<file path="src/rtl/core/mmp_pkg.sv">
// ----------------------------------------------------------------------------
// mmp_pkg
// Shared types and constants of the modular matrix multiply and power engine.
// ----------------------------------------------------------------------------
package mmp_pkg;

  localparam int DIM_DEFAULT = 16;

  localparam int                MOD_W       = 14;
  localparam logic [MOD_W-1:0]  MODULUS     = 14'd10007;
  localparam int                RECIP_W     = 31;
  localparam logic [RECIP_W-1:0] RECIP      = 31'd1757988013;
  localparam int                RECIP_SHIFT = 44;
  localparam int                QUOT_W      = 17;

  localparam int NUM_MEMS = 5;

  typedef enum logic [2:0] {
    OP_LOAD_A   = 3'd0,
    OP_LOAD_B   = 3'd1,
    OP_MULTIPLY = 3'd2,
    OP_POWER    = 3'd3,
    OP_READ     = 3'd4
  } op_t;

  typedef enum logic [1:0] {
    REG_ROWS_A     = 2'd0,
    REG_INNER_SIZE = 2'd1,
    REG_COLS_B     = 2'd2
  } cfg_reg_t;

  typedef enum logic [2:0] {
    MEM_A = 3'd0,
    MEM_B = 3'd1,
    MEM_R = 3'd2,
    MEM_S = 3'd3,
    MEM_W = 3'd4
  } mem_sel_t;

  typedef enum logic [2:0] {
    ST_IDLE,
    ST_READ,
    ST_FIND,
    ST_IDENT,
    ST_MUL,
    ST_COPY,
    ST_DRAIN
  } state_t;

  typedef enum logic [2:0] {
    PH_MUL,
    PH_CPA,
    PH_SQ,
    PH_MA,
    PH_CPW,
    PH_CPR
  } phase_t;

  typedef struct packed {
    logic [2:0]         operation;
    logic [3:0]         row;
    logic [3:0]         col;
    logic signed [15:0] element;
    logic [30:0]        exponent;
  } cmd_t;

  typedef struct packed {
    logic signed [15:0] value;
    logic [3:0]         out_row;
    logic [3:0]         out_col;
  } res_t;

  typedef struct packed {
    logic first;
    logic last;
  } mac_tag_t;

endpackage

</file>
<file path="src/rtl/core/mmp_mac.sv">
// ----------------------------------------------------------------------------
// mmp_mac
// Shared multiply, modulo reduce and accumulate pipeline, one term a cycle.
// ----------------------------------------------------------------------------
module mmp_mac
  import mmp_pkg::*;
#(
  parameter int AW = 8
) (
  input  logic               clk,
  input  logic               rst,
  input  logic               in_valid,
  input  mac_tag_t           in_tag,
  input  logic [AW-1:0]      in_addr,
  input  logic signed [15:0] x,
  input  logic signed [15:0] y,
  output logic               wr_en,
  output logic [AW-1:0]      wr_addr,
  output logic [MOD_W-1:0]   wr_data,
  output logic               busy
);

  logic               v1, v2, v3;
  logic signed [31:0] p1;
  mac_tag_t           t1, t2, t3;
  logic [AW-1:0]      a1, a2, a3;

  logic [RECIP_W-1:0] ap2;
  logic               neg2;
  logic [QUOT_W-1:0]  q2;

  logic [MOD_W-1:0]   r3;
  logic [MOD_W-1:0]   acc;

  logic signed [31:0]           abs_p;
  logic [RECIP_W-1:0]           abs_u;
  logic [2*RECIP_W-1:0]         qprod;
  logic [RECIP_W-1:0]           qm;
  logic [RECIP_W-1:0]           raw;
  logic [RECIP_W-1:0]           fixd;
  logic [MOD_W-1:0]             rmag;
  logic [MOD_W-1:0]             rterm;
  logic [MOD_W-1:0]             base;
  logic [MOD_W:0]               sum;
  logic [MOD_W-1:0]             acc_next;

  always_comb begin
    abs_p = p1[31] ? -p1 : p1;
    abs_u = abs_p[RECIP_W-1:0];
    qprod = abs_u * RECIP;
  end

  always_comb begin
    qm    = RECIP_W'(q2) * RECIP_W'(MODULUS);
    raw   = ap2 - qm;
    fixd  = (raw >= RECIP_W'(MODULUS)) ? raw - RECIP_W'(MODULUS) : raw;
    rmag  = fixd[MOD_W-1:0];
    rterm = (neg2 && rmag != '0) ? MODULUS - rmag : rmag;
  end

  always_comb begin
    base     = t3.first ? '0 : acc;
    sum      = {1'b0, base} + {1'b0, r3};
    acc_next = (sum >= {1'b0, MODULUS}) ? MOD_W'(sum - {1'b0, MODULUS}) : sum[MOD_W-1:0];
  end

  always_ff @(posedge clk) begin
    if (rst) begin
      v1    <= 1'b0;
      v2    <= 1'b0;
      v3    <= 1'b0;
      wr_en <= 1'b0;
    end else begin
      v1    <= in_valid;
      v2    <= v1;
      v3    <= v2;
      wr_en <= v3 && t3.last;
    end
  end

  always_ff @(posedge clk) begin
    p1   <= x * y;
    t1   <= in_tag;
    a1   <= in_addr;
    ap2  <= abs_u;
    neg2 <= p1[31];
    q2   <= qprod[RECIP_SHIFT+QUOT_W-1:RECIP_SHIFT];
    t2   <= t1;
    a2   <= a1;
    r3   <= rterm;
    t3   <= t2;
    a3   <= a2;
    wr_addr <= a3;
    if (v3) begin
      acc <= acc_next;
    end
  end

  assign wr_data = acc;
  assign busy    = v1 || v2 || v3 || wr_en;

endmodule

</file>
<file path="config.mk">
export PLATFORM = sky130hd
export DESIGN_NAME = mmp_mac
export DESIGN_NICKNAME = d
export VERILOG_FILES = /design/src/rtl/core/mmp_pkg.sv /design/src/rtl/core/mmp_mac.sv
export SDC_FILE = /design/constraint.sdc
export NUM_CORES = 2
export LEC_CHECK = 0
export ABC_AREA = 1
export ABC_CLOCK_PERIOD_IN_PS = 9950
export BUFFER_PORTS_ARGS = -buffer_cell sky130_fd_sc_hd__buf_2
export CORE_MARGIN = 5
export CORE_UTILIZATION = 50
export DETAILED_ROUTE_END_ITERATION = 10
export GPL_TIMING_DRIVEN = 0
export PLACE_DENSITY = 0.67
export SYNTH_ARGS = -nofsm -noshare
export SYNTH_HDL_FRONTEND = slang
export SYNTH_SLANG_ARGS = --single-unit
</file>
<file path="constraint.sdc">
create_clock -name clk -period 9.95 [get_ports clk]
set_input_delay 1.4925 -clock clk [delete_from_list [all_inputs] [get_ports clk]]
set_output_delay 1.4925 -clock clk [all_outputs]
set_load 0.02 [all_outputs]
</file>
# After elaboration in Yosys (flattened, before gate mapping)
# Cells that the tools add are included.
[op_classes] muxes=5 n_lt_le_gt_ge=2 n_addsub=6 reduce_logical=6 mul=3
[ops] cell="$mul 31x31->61 const B" count=1
[ops] cell="$mux 14" count=4
[ops] cell="$mul 16x16->32" count=1
[ops] cell="$ge 31x14->1 const B" count=1
[ops] cell="$mul 17x14->31 const B" count=1
[ops] cell="$mux 31" count=1
[ops] cell="$neg 31->31" count=1
[ops] cell="$sub 31x31->31" count=1
[ops] cell="$sub 14x14->14 const B" count=2
[ops] cell="$add 14x14->15" count=1
[ops] cell="$ge 15x14->1 const B" count=1
[ops] cell="$reduce_bool 14->1" count=1
[ops] cell="$sub 14x14->14 const A" count=1
[ops] cell="$logic_or 1x1->1" count=3
[ops] cell="$logic_and 1x1->1" count=2
[totals] regBits=151 input_bits=45 word_cells=42

# Depth between registers and ports, before layout
[logic_depth] word_depth=7 mapped_depth=43 depth_no_buf=42

# Worst setup path before layout
# OpenSTA, ideal clock, no wires.
[synth_timing] path_type="register to register" start="register p1[0]" end="register q2[13]" stages_incl_launch_ff=36 t_arrival_ps=7412 slack_ps=2412 t_required_ps=9824 n_path_buf=0 path_cell_list="dfxtp_1 > inv_1 > ha_1 > inv_1 > nor2_1 > nand2_1 > nor2_1 > inv_1 > nor3_1 > nand4_1 > nor4_1 > nand2_1 > o21ai_0 > o21ai_0 > xor2_1 > inv_1 > ha_1 > fa_1 > fa_1 > fa_1 > inv_1 > fa_1 > inv_1 > fa_1 > inv_1 > fa_1 > inv_1 > ha_1 > a21oi_1 > o21ai_0 > a21boi_0 > a21boi_0 > o21ai_0 > a2111oi_0 > o211ai_1 > xor2_1"
[synth_between] elab_chain_cells=3
[synth_rtl] element="start: declaration" line="mmp_mac.sv:24" rtl="logic signed [31:0] p1;"
[synth_rtl] element="start signal: assignment" line="mmp_mac.sv:82" rtl="p1 <= x * y;"
[synth_rtl] element="$neg 31->31" line="mmp_mac.sv:48" rtl="abs_p = p1[31] ? -p1 : p1;"
[synth_rtl] element="$mux 31" line="mmp_mac.sv:48"
[synth_rtl] element="named net abs_p[28]" line="mmp_mac.sv:35" rtl="logic signed [31:0] abs_p;"
[synth_rtl] element="$mul 31x31->61" line="mmp_mac.sv:50" rtl="qprod = abs_u * RECIP;"
[synth_rtl] element="named net qprod[57]" line="mmp_mac.sv:37" rtl="logic [2*RECIP_W-1:0] qprod;"
[synth_rtl] element="end signal: assignment" line="mmp_mac.sv:87" rtl="q2 <= qprod[RECIP_SHIFT+QUOT_W-1:RECIP_SHIFT];"
[synth_rtl] element="end: declaration" line="mmp_mac.sv:30" rtl="logic [QUOT_W-1:0] q2;"
# The timed path passes the listed nets, and every way through them passes these cells.
# A chain may end at the register's enable or synchronous reset.

# Final worst setup path
[layout_timing] start="register p1[0]" end="register q2[16]"
# Same word-level chain as after synthesis.

==> run metrics <==
status=complete, no violations; drt pass-1 iters=6; ys flop type=dfxtp_1; Synth Net Count=5,663; number of flops mapped to enable cells by yosys=14; final antenna-violating net count=0; asr flop ratio synth=0; DRC viols=0; GPL Wtd Cong=0.998; core box area=0.0727 mm2; layer with the highest usage=met2; CTS Sinks=151; fmax=105 MHz; DRT iter0 DRCs=1,770; unrepaired setup endpoints after global routing=no; Final HPWL DP=82,400 um; DIE WIDTH=280 um; Crit Path Max Fanout=11; Worst R2R End=q2[16]; via count=27,200; DR WL/cell=16.9 um; height of the chip=280 um; IO Pins=69; Crit. End Element=register; Yosys reg bits=151; Clock Skew=0.0144 ns; row count=99; Max Root-Sink Buffers=2; Clock transition at path regs=0.08 ns; layout cells sized above 1=0.0432; relative slew slack=0.0407; CTS tree=yes; antenna violations before repair=0; Critical Path RT=10.31 ns; final antenna diode count=0; FF-to-FF setup slack=0.46 ns; critical path arrival=9.85 ns; Mean Syn Cell Area=8.29 um2; Yosys warning total=0; vias per cell=4.99; final wirelength=92,000 um; Hold Path Origin=a2[2]; Final Hold Violating Endpoints=0; R2R Path Start=p1[0]; crit-path max cell delay=0.98 ns; Synth Instances=4,402; max_cap viols=0; R2R cell count=32; Final Max Tran Viols=0; worst hold path depth=0; clock latency on the worst-skew pair=0.45 ns; P&R area growth vs syn=5.76%; Final setup viols=0; Slew @ Worst Pin=1.43 ns; GRT met3 Usage=0.0384; Initial Util=0.502; vias in the first global route=27,900; crit path launch type=register; crit path kind=register to register; overall routing resource usage=0.240; Final #Nets=5,734; IO buf count=51; TNS Setup=0 ns; Post-Syn Area=0.0365 mm2; Min Clock Period, post-route=9.49 ns; full die area=0.0785 mm2; depth of the CTS H-tree=4; fin crit share=0.954; gr ovfl total=0; root buffer cell=clkbuf_16; met1 usage=0.346; Hold EP=a3[2]; CTS buffer count=17; largest net degree at the start of global routing=18; CP max stage cell=xor2_1; path type of the worst min-delay path=register to register; GR Util met2=0.383; Setup Buffers After CTS=0; Cell variety after synth=56; first-pass GRT wire length=149,000 um; post-synthesis sequential area ratio=0.0867
-- placed cells by master (no fill, tap or decap), types with 6 or more instances in the layout --
| cell | n |
|---|---|
| buf_2 | 51 |
| o21ai_0 | 74 |
| fa_1 | 652 |
| inv_1 | 1385 |
| a31oi_1 | 13 |
| clkbuf_1 | 54 |
| nor4_1 | 7 |
| inv_2 | 7 |
| nor2_1 | 192 |
| ha_1 | 564 |
| o31ai_1 | 6 |
| o21a_1 | 8 |
| edfxtp_1 | 14 |
| a21oi_1 | 140 |
| xor2_1 | 89 |
| nand3_1 | 73 |
| or2_2 | 18 |
| nor3_1 | 15 |
| nand4_1 | 28 |
| o21ai_2 | 11 |
| nor2_2 | 14 |
| nand3_2 | 10 |
| clkbuf_16 | 17 |
| nand2_2 | 21 |
| dfxtp_1 | 137 |
| xnor2_1 | 39 |
| nand2_1 | 752 |
| o21bai_1 | 6 |
-- routing by layer --
metal | up-vias | routed length [um] | share of wire
met5 | - | 0 | 0
met4 | 0 | 2490 | 0.027
met3 | 131 | 5870 | 0.064
met2 | 771 | 41000 | 0.45
met1 | 13200 | 42600 | 0.46
li1 | 13100 | - | -
-- cells by family after synthesis --
| kind of cell | Yosys count | synth area share |
|---|---|---|
| AO/OA/AOI/OAI | 293 | 0.0457 |
| adder cells (fa/ha/maj) | 1216 | 0.551 |
| multiplexers | 1 | 0.000309 |
| AND/OR/NAND/NOR | 1154 | 0.133 |
| flip-flops | 151 | 0.0867 |
| buffers and inverters | 1452 | 0.150 |
| XOR/XNOR | 135 | 0.0328 |
-- worst max path at each step --
stage / from / to / slack [ns] / cells past startpoint
final: p1[0] / q2[16] / 0.46 / 32
after global routing: p1[0] / q2[16] / 0.002 / 36
after CTS: p1[0] / q2[16] / 0.13 / 38
after detailed placement: p1[0] / q2[16] / 0.15 / 38
after global placement: p1[0] / q2[16] / 0.16 / 36
after floorplan: p1[0] / q2[13] / 2.41 / 35
-- worst max-delay path: cells and delay by family, from the launching register on --
| family | cells | cell delay (ns) |
|---|---|---|
| xor+xnor | 2 | 1.24 |
| buf+inv | 6 | 0.35 |
| fa+ha+maj | 8 | 3.90 |
| flops | 1 | 0.56 |
| compound gates | 8 | 2.02 |
| simple gates | 8 | 1.30 |
-- registers in the layout (all words and copies together) (netlist names) --
name,flops
neg2,1
a1,8
q2,17
t3,2
p1,32
r3,14
wr_addr,8
v2,1
ap2,31
wr_data,14
a2,8
a3,8
v1,1
wr_en,1
t2,2
t1,2
v3,1
-- per-stage QoR --
stage,worst slack [ns],area (um2),util,hold WS [ns],std cells
floorplan,2.41,36500,-,0.310,4402
global placement,0.162,37900,0.522,0.310,5412
detailed placement,0.153,38000,0.522,0.312,5413
CTS,0.127,38500,0.530,0.320,5445
global route,0.00246,38600,0.531,0.323,5445
finish,0.459,38600,0.531,0.324,5445
-- cells in the mapped netlist, drive strengths merged, types with 5 or more instances --
cell type	number	area, um2
nor2	211	873
or2	19	119
nor4	7	43.8
clkbuf	54	203
fa	652	13100
o21bai	6	45.0
o31ai	6	45.0
nand3b	5	37.5
a21oi	143	723
a31oi	13	81.3
nand3	84	483
nand4	28	175
xnor2	40	358
dfxtp	137	2740
a21boi	5	37.5
ha	564	7060
edfxtp	14	420
inv	1394	5240
xor2	95	840
nand2	777	3000
nor3	17	95.1
o21ai	89	487
o21a	8	60.1
-- what timing repair did --
action / 4_1_cts / 5_1_grt
gates resized for setup: 0 / 8
hold buffers: 0 / 0
setup endpoints to repair: 0 / 4
-- final cells by class --
class	count	area, um2
fill	6788	34100
multi-input combinational	2799	27900
inverter	1395	5240
sequential	151	3160
tap	959	1200
clock buffer	17	425
timing repair buffer	52	263
buffer	57	236
clock inverter	15	161
Power is left out: the tool's default activity adds up to more than one toggle a clock period on the data nets, which glitch-free logic cannot reach.
